[config.mk]
export PLATFORM = sky130hd
export DESIGN_NAME = echo_width_moving_average_flat
export DESIGN_NICKNAME = d
export VERILOG_FILES = /design/src/sv/ewma_pkg.sv /design/src/sv/ewma_in_if.sv /design/src/sv/ewma_out_if.sv /design/src/sv/ewma_ram.sv /design/src/sv/echo_width_moving_average.sv /design/src/flat_wrapper.sv
export SDC_FILE = /design/constraint.sdc
export NUM_CORES = 1
export LEC_CHECK = 0
export BUFFER_PORTS_ARGS = -buffer_cell sky130_fd_sc_hd__buf_2
export CORE_AREA = 2 2 128 180
export DETAILED_ROUTE_END_ITERATION = 6
export DIE_AREA = 0 0 130 182
export PLACE_DENSITY = 0.81
export REMOVE_ABC_BUFFERS = 1
export SLEW_MARGIN = 5
export SYNTH_ARGS = -nofsm -noshare
export SYNTH_HDL_FRONTEND = slang
export SYNTH_HIERARCHICAL = 1
export SYNTH_SLANG_ARGS = --single-unit
[constraint.sdc]
create_clock -name clk_i -period 3.7 [get_ports clk_i]
set_clock_uncertainty 0.15 [all_clocks]
set_input_delay 0.37 -clock clk_i [delete_from_list [all_inputs] [get_ports clk_i]]
set_output_delay 0.37 -clock clk_i [all_outputs]
set_load 0.005 [all_outputs]
[src/sv/ewma_pkg.sv]
`timescale 1ns / 1ps

package ewma_pkg;

  // Sample and window geometry.
  localparam int SAMPLE_W = 16;
  localparam int SUM_W    = 24;
  localparam int WINDOW   = 8;

  // Slot index into the sample store and count of samples held.
  localparam int SLOT_W  = (WINDOW > 1) ? $clog2(WINDOW) : 1;
  localparam int COUNT_W = $clog2(WINDOW + 1);

  // Step counter of the bit-serial divider, one quotient bit per cycle.
  localparam int STEP_W = $clog2(SUM_W);

  // Sequencer states, one-hot.
  typedef enum logic [4:0] {
    ST_IDLE   = 5'b00001,
    ST_UPDATE = 5'b00010,
    ST_DIVIDE = 5'b00100,
    ST_DONE   = 5'b01000,
    ST_HOLD   = 5'b10000
  } state_e;

endpackage

[src/sv/ewma_in_if.sv]
`timescale 1ns / 1ps

interface ewma_in_if;
  logic                           valid;
  logic                           ready;
  logic [ewma_pkg::SAMPLE_W-1:0] pulse_width;

  modport source (output valid, output pulse_width, input ready);
  modport sink   (input valid, input pulse_width, output ready);
endinterface

[src/sv/ewma_out_if.sv]
`timescale 1ns / 1ps

interface ewma_out_if;
  logic                           valid;
  logic                           ready;
  logic                           timed_out;
  logic [ewma_pkg::SAMPLE_W-1:0] raw_width;
  logic [ewma_pkg::SAMPLE_W-1:0] mean_width;

  modport source (output valid, output timed_out, output raw_width, output mean_width,
                  input ready);
  modport sink   (input valid, input timed_out, input raw_width, input mean_width,
                  output ready);
endinterface

[src/sv/ewma_ram.sv]
`timescale 1ns / 1ps

module ewma_ram #(
  parameter int WIDTH = 16,
  parameter int DEPTH = 8
) (
  input  logic                                      clk_i,
  input  logic                                      we_i,
  input  logic [((DEPTH > 1) ? $clog2(DEPTH) : 1)-1:0] waddr_i,
  input  logic [WIDTH-1:0]                          wdata_i,
  input  logic                                      re_i,
  input  logic [((DEPTH > 1) ? $clog2(DEPTH) : 1)-1:0] raddr_i,
  output logic [WIDTH-1:0]                          rdata_o
);

  logic [WIDTH-1:0] mem_q [DEPTH];
  logic [WIDTH-1:0] rdata_q;

  // One write port and one registered read port.
  always_ff @(posedge clk_i) begin
    if (we_i) begin
      mem_q[waddr_i] <= wdata_i;
    end
    if (re_i) begin
      rdata_q <= mem_q[raddr_i];
    end
  end

  assign rdata_o = rdata_q;

endmodule

[src/sv/echo_width_moving_average.sv]
`timescale 1ns / 1ps
// A valid width goes through the sequencer in order: ST_UPDATE updates the running sum and
// the sample store, ST_DIVIDE runs the bit-serial divider, and ST_DONE loads the output
// register once it is free, so a result can stall there while out_o.ready is low.
// A timeout beat skips the update and the divider and goes straight to ST_DONE.
// A new beat is accepted only in ST_IDLE, so no new beat is taken until the last has left ST_HOLD.
// Reset clears the sum, fill state, held values and handshake state at once.

module echo_width_moving_average (
  input  logic      clk_i,
  input  logic      rst_ni,
  ewma_in_if.sink   in_i,
  ewma_out_if.source out_o
);

  import ewma_pkg::*;

  state_e               state_q, state_d;
  logic [SAMPLE_W-1:0]  sample_q;
  logic [SLOT_W-1:0]    slot_q;
  logic                 full_q;
  logic [SUM_W-1:0]     sum_q, sum_d;
  logic [SAMPLE_W-1:0]  held_raw_q;
  logic [SAMPLE_W-1:0]  held_mean_q;
  logic                 flag_q;

  // Divider registers: the quotient shifts in where the dividend shifts out.
  logic [SUM_W-1:0]     quot_q, quot_d;
  logic [COUNT_W-1:0]   rem_q, rem_d;
  logic [COUNT_W-1:0]   div_q;
  logic [STEP_W-1:0]    step_q;

  // Output register.
  logic                 out_valid_q;
  logic                 out_flag_q;
  logic [SAMPLE_W-1:0]  out_raw_q;
  logic [SAMPLE_W-1:0]  out_mean_q;

  logic                 in_beat;
  logic                 out_free;
  logic [SAMPLE_W-1:0]  ram_rdata;
  logic [SAMPLE_W-1:0]  evicted;
  logic                 slot_wrap;
  logic [COUNT_W-1:0]   count_next;
  logic [COUNT_W:0]     trial;
  logic                 last_step;

  assign in_beat  = in_i.valid && in_i.ready;
  assign in_i.ready = (state_q == ST_IDLE);
  assign out_free = !out_valid_q || out_o.ready;

  // Sample store, read at the write slot on acceptance to find the evicted sample.
  ewma_ram #(
    .WIDTH (SAMPLE_W),
    .DEPTH (WINDOW)
  ) u_ring (
    .clk_i   (clk_i),
    .we_i    (state_q == ST_UPDATE),
    .waddr_i (slot_q),
    .wdata_i (sample_q),
    .re_i    (in_beat),
    .raddr_i (slot_q),
    .rdata_o (ram_rdata)
  );

  // Slots not yet filled since reset count as zero.
  assign evicted    = full_q ? ram_rdata : '0;
  assign slot_wrap  = (slot_q == SLOT_W'(WINDOW - 1));
  assign count_next = COUNT_W'(slot_q) + COUNT_W'(1);
  assign sum_d      = sum_q + SUM_W'(sample_q) - SUM_W'(evicted);

  // One restoring division step.
  assign trial     = {rem_q, quot_q[SUM_W-1]} - {1'b0, div_q};
  assign last_step = (step_q == STEP_W'(SUM_W - 1));

  always_comb begin
    if (!trial[COUNT_W]) begin
      rem_d  = trial[COUNT_W-1:0];
      quot_d = {quot_q[SUM_W-2:0], 1'b1};
    end else begin
      rem_d  = {rem_q[COUNT_W-2:0], quot_q[SUM_W-1]};
      quot_d = {quot_q[SUM_W-2:0], 1'b0};
    end
  end

  // Sequencer.
  always_comb begin
    state_d = state_q;
    case (state_q)
      ST_IDLE: begin
        if (in_beat) begin
          state_d = (in_i.pulse_width == '0) ? ST_DONE : ST_UPDATE;
        end
      end
      ST_UPDATE: state_d = ST_DIVIDE;
      ST_DIVIDE: begin
        if (last_step) begin
          state_d = ST_DONE;
        end
      end
      ST_DONE: begin
        if (out_free) begin
          state_d = ST_HOLD;
        end
      end
      ST_HOLD:  state_d = ST_IDLE;
      default:  state_d = ST_IDLE;
    endcase
  end

  // Control state and held values.
  always_ff @(posedge clk_i or negedge rst_ni) begin
    if (!rst_ni) begin
      state_q     <= ST_IDLE;
      slot_q      <= '0;
      full_q      <= 1'b0;
      sum_q       <= '0;
      held_raw_q  <= '0;
      held_mean_q <= '0;
      flag_q      <= 1'b0;
      step_q      <= '0;
      out_valid_q <= 1'b0;
    end else begin
      state_q <= state_d;
      if (in_beat) begin
        flag_q <= (in_i.pulse_width == '0);
        if (in_i.pulse_width != '0) begin
          held_raw_q <= in_i.pulse_width;
        end
      end
      if (state_q == ST_UPDATE) begin
        sum_q  <= sum_d;
        slot_q <= slot_wrap ? '0 : slot_q + SLOT_W'(1);
        full_q <= full_q || slot_wrap;
        step_q <= '0;
      end
      if (state_q == ST_DIVIDE) begin
        step_q <= step_q + STEP_W'(1);
        if (last_step) begin
          held_mean_q <= quot_d[SAMPLE_W-1:0];
        end
      end
      if (state_q == ST_DONE && out_free) begin
        out_valid_q <= 1'b1;
      end else if (out_o.ready) begin
        out_valid_q <= 1'b0;
      end
    end
  end

  // Divider and output payload registers.
  always_ff @(posedge clk_i) begin
    if (in_beat) begin
      sample_q <= in_i.pulse_width;
    end
    if (state_q == ST_UPDATE) begin
      quot_q <= sum_d;
      rem_q  <= '0;
      div_q  <= (full_q || slot_wrap) ? COUNT_W'(WINDOW) : count_next;
    end else if (state_q == ST_DIVIDE) begin
      quot_q <= quot_d;
      rem_q  <= rem_d;
    end
    if (state_q == ST_DONE && out_free) begin
      out_flag_q <= flag_q;
      out_raw_q  <= held_raw_q;
      out_mean_q <= held_mean_q;
    end
  end

  assign out_o.valid      = out_valid_q;
  assign out_o.timed_out  = out_flag_q;
  assign out_o.raw_width  = out_raw_q;
  assign out_o.mean_width = out_mean_q;

  // A timeout beat skips the update and the divider.
  a_timeout_skips: assert property (@(posedge clk_i) disable iff (!rst_ni)
    in_beat && (in_i.pulse_width == '0) |=> (state_q == ST_DONE) && flag_q)
    else $error("timeout beat did not go straight to result");

  // The divider finishes after its last step; it runs SUM_W steps in all.
  a_divide_ends: assert property (@(posedge clk_i) disable iff (!rst_ni)
    (state_q == ST_DIVIDE) && last_step |=> (state_q == ST_DONE))
    else $error("divider did not finish after its last step");

  // A valid-width result always carries a nonzero raw width.
  a_raw_nonzero: assert property (@(posedge clk_i) disable iff (!rst_ni)
    out_o.valid && !out_o.timed_out |-> (out_o.raw_width != '0))
    else $error("valid-width result with zero raw width");

  // The divisor never exceeds the window and is never zero while dividing.
  a_divisor_range: assert property (@(posedge clk_i) disable iff (!rst_ni)
    (state_q == ST_DIVIDE) |-> (div_q != '0) && (div_q <= COUNT_W'(WINDOW)))
    else $error("divisor out of range");

endmodule
[src/flat_wrapper.sv]
// flat-port wrapper written by rule: the top's interface ports become plain ports
module echo_width_moving_average_flat import ewma_pkg::*;
  (clk_i, rst_ni, in_i_valid, in_i_pulse_width, in_i_ready, out_o_valid, out_o_timed_out, out_o_raw_width, out_o_mean_width, out_o_ready);
  ewma_in_if in_i_i ();
  ewma_out_if out_o_i ();
  input  logic clk_i;
  input  logic rst_ni;
  input wire logic [$bits(in_i_i.valid)-1:0] in_i_valid;
  input wire logic [$bits(in_i_i.pulse_width)-1:0] in_i_pulse_width;
  output wire logic [$bits(in_i_i.ready)-1:0] in_i_ready;
  output wire logic [$bits(out_o_i.valid)-1:0] out_o_valid;
  output wire logic [$bits(out_o_i.timed_out)-1:0] out_o_timed_out;
  output wire logic [$bits(out_o_i.raw_width)-1:0] out_o_raw_width;
  output wire logic [$bits(out_o_i.mean_width)-1:0] out_o_mean_width;
  input wire logic [$bits(out_o_i.ready)-1:0] out_o_ready;
  assign in_i_i.valid = in_i_valid;
  assign in_i_i.pulse_width = in_i_pulse_width;
  assign in_i_ready = in_i_i.ready;
  assign out_o_valid = out_o_i.valid;
  assign out_o_timed_out = out_o_i.timed_out;
  assign out_o_raw_width = out_o_i.raw_width;
  assign out_o_mean_width = out_o_i.mean_width;
  assign out_o_i.ready = out_o_ready;
  echo_width_moving_average u_core (.clk_i(clk_i), .rst_ni(rst_ni), .in_i(in_i_i), .out_o(out_o_i));
endmodule
==> flow_summary.toml, run 1 <==
[setup_path]
reg_to_reg_setup_timing_slack_ps = 210
crit_path_start = "u_core/sample_q[1]"
worstSetupEndpoint = "u_core/quot_q[21]"
setup.worst_path.class = "flip-flop to flip-flop"
worst_path_maximum_fanout = 9
crit_path_required_time_ps = 3800
cp-start-kind = "flip-flop"
reg2regPathDepth = 11
timing.critical_path.to_type = "flip-flop"
crit-reg2reg-launch = "u_core/sample_q[1]"
r2r-end = "u_core/quot_q[21]"
arrival_ps = 3590

[final_layout]
final_util_pct = 66.5
drive_above_1_share_pct = 18.1
area_growth_syn_to_layout_pct = 13.1
final-instance-count-excl-fill = 1330
layout.cells.most_common = "sky130_fd_sc_hd__edfxtp_1"
antenna-diode-count = 0
commonest_cells_after_routing_fill_and_taps_aside = "sky130_fd_sc_hd__edfxtp_1 (221), sky130_fd_sc_hd__nand2_1 (139), sky130_fd_sc_hd__inv_1 (85), sky130_fd_sc_hd__dfrtp_1 (69), sky130_fd_sc_hd__buf_2 (53)"
fillerInstances = 1510
design.final.nets = 1077

[global_route]
first_global_vias = 7630
pin_count_of_the_biggest_net_entering_global_routing = 73
grt_pass1_wl_mm = 41.0
grt.total_usage_pct = 22.7
antenna_found_initial = 0
gr-total-overflow = 0

[synth]
synth.lib_cells_used.distinct = 65
synth_edf_count = 221
synth.avg_cell_area_um2 = 14.3
synth_seq_area_share_pct = 65.2
ys_warn_count = 6
synth_ff_type = "sky130_fd_sc_hd__edfxtp_1"
synthCells = 914
yosys_register_bits = 297
synth-async-reset-ratio_pct = 24.2
netlist_area_um2 = 13100

[status]
outcome = "finished clean"

[route]
number_of_iterations_in_the_first_detailed_routing_pass = 5
drc = 0
drtIter0Drc = 607
number_of_routed_nets_with_antenna_violations = 0
via_per_inst = 5.59
via_count = 7431
routed_wl_mm = 25.6
route.detailed.wl_per_inst_um = 19.2

[floorplan]
pin_count = 55
die_w_um = 130
floorplan.die.height_um = 182
fp.dieArea_um2 = 23700
initial_utilization_pct = 58.9
rows = 65
placeableCoreArea_um2 = 22200

[sta]
slew_headroom_pct = 25.6
setup_viol = 0
setup_repair_after_global_routing_missed_its_margin = "false"
final_hold_viol_count = 0
worst_slew_pin_slew_ps = 1120
max_freq_mhz = 287
final.period_utilization_pct = 94.2
whs_ps = 35.6
timing_max_transition_violations_final = 0
period_needed_ps = 3490

[clocking]
clk_transition_reported_paths_ps = 70
cts-root-to-sink-buffers = 3
clkSinkCount = 297
clock_latency_on_the_worst_skew_pair_ps = 540
cts_htree_levels = 1
ctsRootBufferMaster = "sky130_fd_sc_hd__clkbuf_16"
cts_tree = "done"
cts_inserted_buffers = 26

[placement]
numPortBuffers = 54
post-dp-hpwl_mm = 17.4
gp_congestion = 0.914
place.detailed.instances = 1264

[pwr]
powerDensity_nw_per_um2 = 788
max-vdd-ir-drop_v = 0.000430
power.leakage_nw = 5.93

[run]
max_cap_violations = 0

[hold_path]
worst_hold_path_type = "input pin to flip-flop"
## critical path: stages (launching register included)
cell and delay [ps]:
sky130_fd_sc_hd__edfxtp_1 510, sky130_fd_sc_hd__inv_1 120, sky130_fd_sc_hd__fa_1 540, sky130_fd_sc_hd__inv_1 70, sky130_fd_sc_hd__ha_1 320, sky130_fd_sc_hd__a211oi_1 360
sky130_fd_sc_hd__o211ai_2 210, sky130_fd_sc_hd__nand2_2 150, sky130_fd_sc_hd__o221ai_2 160, sky130_fd_sc_hd__a21oi_1 270, sky130_fd_sc_hd__xor2_1 230, sky130_fd_sc_hd__o21ai_0 120
## kinds of logic (layout without fill, tap and decap cells)
| logic type | count (synthesis) | in the layout | share of synthesized area, % |
|---|---|---|---|
| AOI/OAI and AO/OA | 118 | 118 | 5.54 |
| xor gates and xnor gates | 28 | 28 | 1.88 |
| adders and majority gates | 48 | 48 | 5.57 |
| buffers and inverters | 116 | 231 | 3.83 |
| DFF | 297 | 297 | 65.2 |
| muxes | 72 | 72 | 9.71 |
| and+or+nand+nor | 235 | 235 | 8.27 |
## worst min path at each step
| stage | startpoint | end | depth (start not counted) |
|---|---|---|---|
| final | out_o_ready | u_core/out_o.valid | 3 |
| after global routing | out_o_ready | u_core/out_o.valid | 3 |
| after CTS | out_o_ready | u_core/out_o.valid | 3 |
| after detailed placement | u_core/held_mean_q[0] | u_core/out_o.mean_width[0] | 0 |
| after global placement | u_core/held_mean_q[13] | u_core/out_o.mean_width[13] | 0 |
| after floorplan | rst_ni | u_core/flag_q | 0 |
## state kept, by name (all words and copies together), names as in the netlist, 3 cells and up
signal                   flops
u_core/state_q               5
u_core/quot_q               24
u_core/sum_q                24
u_core/step_q                5
u_core/out_o.raw_width      16
u_core/sample_q             16
u_core/rem_q                 4
u_core/held_mean_q          16
u_core/out_o.mean_width     16
u_core/held_raw_q           16
u_core/div_q                 4
u_core/u_ring/mem_q        128
u_core/slot_q                3
u_core/u_ring/rdata_o       16
## stage by stage
stage,setup TNS (ps),power (W),setup slack [ps],cell area (um2)
2_1_floorplan,-348,0.00791,-21.7,12900
3_3_place_gp,0,0.00887,204,13700
3_5_place_dp,0,0.00900,127,13700
4_1_cts,0,0.0117,101,14800
5_1_grt,0,0.0124,24.7,14800
6_report,0,0.0116,213,14800
## timing repair
| item | in CTS | in global routing |
|---|---|---|
| setup endpoints to repair | 0 | 3 |
| gates resized for setup | 0 | 1 |
| endpoints found under the hold margin | 101 | 0 |
| hold buffers | 18 | 0 |
| setup buffers | 0 | 0 |
## area by class of cell
type	instances	area (um2)	area share, %
tap	301	377	2.55
timing repair buffer	96	633	4.29
sequential	297	8520	57.7
clock inverter	12	70.1	0.474
clock buffer	36	779	5.28
inverter	87	327	2.21
multi-input combinational	501	4070	27.5
## metal layers
metal  up-vias  wire length [um]  track usage, %  share of wire (%)
met2       197             13300            39.6                 52
met3        49              1110            2.89                4.3
met4         0               950            8.34                3.7
li1       3476                 -               -                  -
met1      3709             10200            28.9                 40
met5         -                 0               0                  0
## Yosys cell counts (8+ instances only)
cell | n | area (um2)
sky130_fd_sc_hd__xnor2_1 | 14 | 123
sky130_fd_sc_hd__buf_2 | 9 | 45.0
sky130_fd_sc_hd__ha_1 | 31 | 388
sky130_fd_sc_hd__edfxtp_1 | 221 | 6640
sky130_fd_sc_hd__dfrtp_1 | 71 | 1780
sky130_fd_sc_hd__mux2_2 | 34 | 383
sky130_fd_sc_hd__nand3_1 | 8 | 40.0
sky130_fd_sc_hd__o21ai_0 | 45 | 225
sky130_fd_sc_hd__nor3_1 | 10 | 50.1
sky130_fd_sc_hd__nor2_1 | 18 | 67.6
sky130_fd_sc_hd__a21oi_1 | 26 | 130
sky130_fd_sc_hd__nand2_1 | 139 | 522
sky130_fd_sc_hd__mux4_1 | 28 | 736
sky130_fd_sc_hd__and2_1 | 18 | 113
sky130_fd_sc_hd__xor2_1 | 14 | 123
sky130_fd_sc_hd__inv_1 | 85 | 319
sky130_fd_sc_hd__a21o_1 | 12 | 90.1
sky130_fd_sc_hd__nand2b_1 | 8 | 50.1
sky130_fd_sc_hd__fa_1 | 17 | 340
sky130_fd_sc_hd__nand4_1 | 8 | 50.1
## where the power goes
| part | switching [W] | total [W] | internal (W) |
|---|---|---|---|
| clock network | 0.00116 | 0.00264 | 0.00148 |
| logic | 0.00241 | 0.00419 | 0.00178 |
| registers | 0.000476 | 0.00482 | 0.00434 |
Power figures use the tool's default switching activity.
==> inputs of run 2 (changes only) <==
--- a/config.mk
+++ b/config.mk
@@ -9,7 +9,7 @@
 export CORE_AREA = 2 2 128 180
 export DETAILED_ROUTE_END_ITERATION = 6
 export DIE_AREA = 0 0 130 182
-export PLACE_DENSITY = 0.81
+export PLACE_DENSITY = 0.77
 export REMOVE_ABC_BUFFERS = 1
 export SLEW_MARGIN = 5
 export SYNTH_ARGS = -nofsm -noshare
==> run 2 against run 1 <==
Against the previous run: sequential share of layout area decreased by 0.54 points; sequential power decreased by 1%; register-to-register slack got worse by 20 ps; setup slack got worse by 16 ps.
==> flow_summary.toml, run 2 (synthesis results as in run 1) <==
[final_layout]
design_area_um2 = 14900
final_util_pct = 67.2
reg.largest.list = "u_core/u_ring/mem_q: 128 flops, u_core/quot_q: 24 flops, u_core/sum_q: 24 flops"
antenna-diode-count = 0
fillerInstances = 1510
largest_register_ffs = 128
area.sequential_um2 = 8520
regMostFlops = "u_core/u_ring/mem_q"
area_growth_syn_to_layout_pct = 14.1
final-instance-count-excl-fill = 1335
area_of_the_multi_input_gates_um2 = 4070
commonest_cells_after_routing_fill_and_taps_aside = "sky130_fd_sc_hd__edfxtp_1 (221), sky130_fd_sc_hd__nand2_1 (139), sky130_fd_sc_hd__inv_1 (85), sky130_fd_sc_hd__dfrtp_1 (69), sky130_fd_sc_hd__buf_2 (53)"
design.final.nets = 1080
layout.cells.most_common = "sky130_fd_sc_hd__edfxtp_1"
drive_above_1_share_pct = 18.2

[clocking]
clk_transition_reported_paths_ps = 70
ctsRootBufferMaster = "sky130_fd_sc_hd__clkbuf_16"
cts_htree_levels = 1
cts_post_setup_buffers_inserted = 0
clkSinkCount = 297
cts_tree = "done"
cts_inserted_buffers = 28
clock_latency_on_the_worst_skew_pair_ps = 540
cts-root-to-sink-buffers = 3

[route]
via_count = 7395
number_of_routed_nets_with_antenna_violations = 0
route.detailed.wl_per_inst_um = 18.8
routed_wl_mm = 25.0
drtIter0Drc = 536
via_per_inst = 5.54
number_of_iterations_in_the_first_detailed_routing_pass = 5
drc = 0

[floorplan]
initial_utilization_pct = 58.9
pin_count = 55
placeableCoreArea_um2 = 22200
rows = 65
floorplan.die.height_um = 182
die_w_um = 130
fp.dieArea_um2 = 23700

[sta]
final_hold_viol_count = 0
timing_max_transition_violations_final = 0
worst_slew_pin_slew_ps = 1010
max_freq_mhz = 285
setup_repair_after_global_routing_missed_its_margin = "false"
setup_viol = 0
worst_slack_ps = 197
slew_headroom_pct = 32.4
final.period_utilization_pct = 94.7
period_needed_ps = 3500

[setup_path]
arrival_ps = 3620
cp-start-kind = "flip-flop"
timing.critical_path.to_type = "flip-flop"
setup.worst_path.class = "flip-flop to flip-flop"
crit_path_required_time_ps = 3820
worst_path_maximum_fanout = 19

[placement]
placed_cell_area_um2 = 13700
gp_congestion = 0.927
numPortBuffers = 54
place.detailed.instances = 1264
pre_cts_ws_ps = 162
post-dp-hpwl_mm = 16.7

[pwr]
max-vdd-ir-drop_v = 0.000478
powerDensity_nw_per_um2 = 805
power.leakage_nw = 5.98
total_power_w = 0.0120

[global_route]
grt_pass1_wl_mm = 40.0
antenna_found_initial = 0
global_route.usage.met1_pct = 26.7
global_route.peak_usage_layer = "met2"
grt.total_usage_pct = 22.0
gr-total-overflow = 0
first_global_vias = 7553
gr-usage-met3_pct = 2.59
gr_util_met2_pct = 40.9
pin_count_of_the_biggest_net_entering_global_routing = 73

[hold_path]
worst_hold_path_type = "flip-flop to flip-flop"

[status]
outcome = "finished clean"

[run]
max_cap_violations = 0
-- run 2: timing repair --
| action | 4_1_cts | 5_1_grt |
|---|---|---|
| endpoints found under the hold margin | 106 | 0 |
| hold buffers | 19 | 0 |
| gates resized for setup | 0 | 1 |
| endpoints found under the setup margin | 0 | 7 |
-- run 2: final timing paths --
path                                        from                    endpoint  slack, ps  cells past startpoint
setup / recovery                   u_core/full_q           u_core/quot_q[17]        200                     11
hold / removal             u_core/held_mean_q[3]  u_core/out_o.mean_width[3]        290                      0
setup reg to reg                   u_core/full_q           u_core/quot_q[17]        200                     11
hold reg to reg            u_core/held_mean_q[3]  u_core/out_o.mean_width[3]        290                      0
max in group asynchronous                 rst_ni            u_core/slot_q[0]       2360                      2
min in group asynchronous                 rst_ni            u_core/step_q[3]        370                      2
-- run 2: worst max-delay path, stage by stage (launching register included) --
cell and delay, ps:
sky130_fd_sc_hd__dfrtp_2 520, sky130_fd_sc_hd__and2_1 190, sky130_fd_sc_hd__fa_1 470, sky130_fd_sc_hd__inv_1 40
sky130_fd_sc_hd__ha_1 350, sky130_fd_sc_hd__o211ai_1 170, sky130_fd_sc_hd__o211ai_2 260, sky130_fd_sc_hd__nand2_2 140
sky130_fd_sc_hd__o221ai_2 310, sky130_fd_sc_hd__mux2i_1 280, sky130_fd_sc_hd__xor2_1 260, sky130_fd_sc_hd__a21oi_1 100
-- run 2: report_power, final --
part	internal (W)	total, W	switching, W
clock network	0.00174	0.00298	0.00123
logic	0.00179	0.00426	0.00247
registers	0.00435	0.00477	0.000420
-- run 2: layout make-up --
type                    count  area share, %
flip-flops and latches    297           57.1
multi-input cells         501           27.3
clock buffers              33           5.03
repair buffers             97           4.31
well taps                 301           2.53
inverters                  87           2.19
clock inverters            19           1.49
-- run 2: routing by layer --
metal | part of all wire [%] | up-vias
met5 | 0 | -
li1 | - | 3488
met4 | 2.0 | 0
met3 | 3.1 | 39
met2 | 55 | 139
met1 | 40 | 3729
-- run 2: metrics by stage --
stage	hold WS, ps	TNS (ps)
detailed placement	280	0
floorplan	-75.6	-348
global placement	276	0
finish	292	0
global route	304	0
CTS	294	0
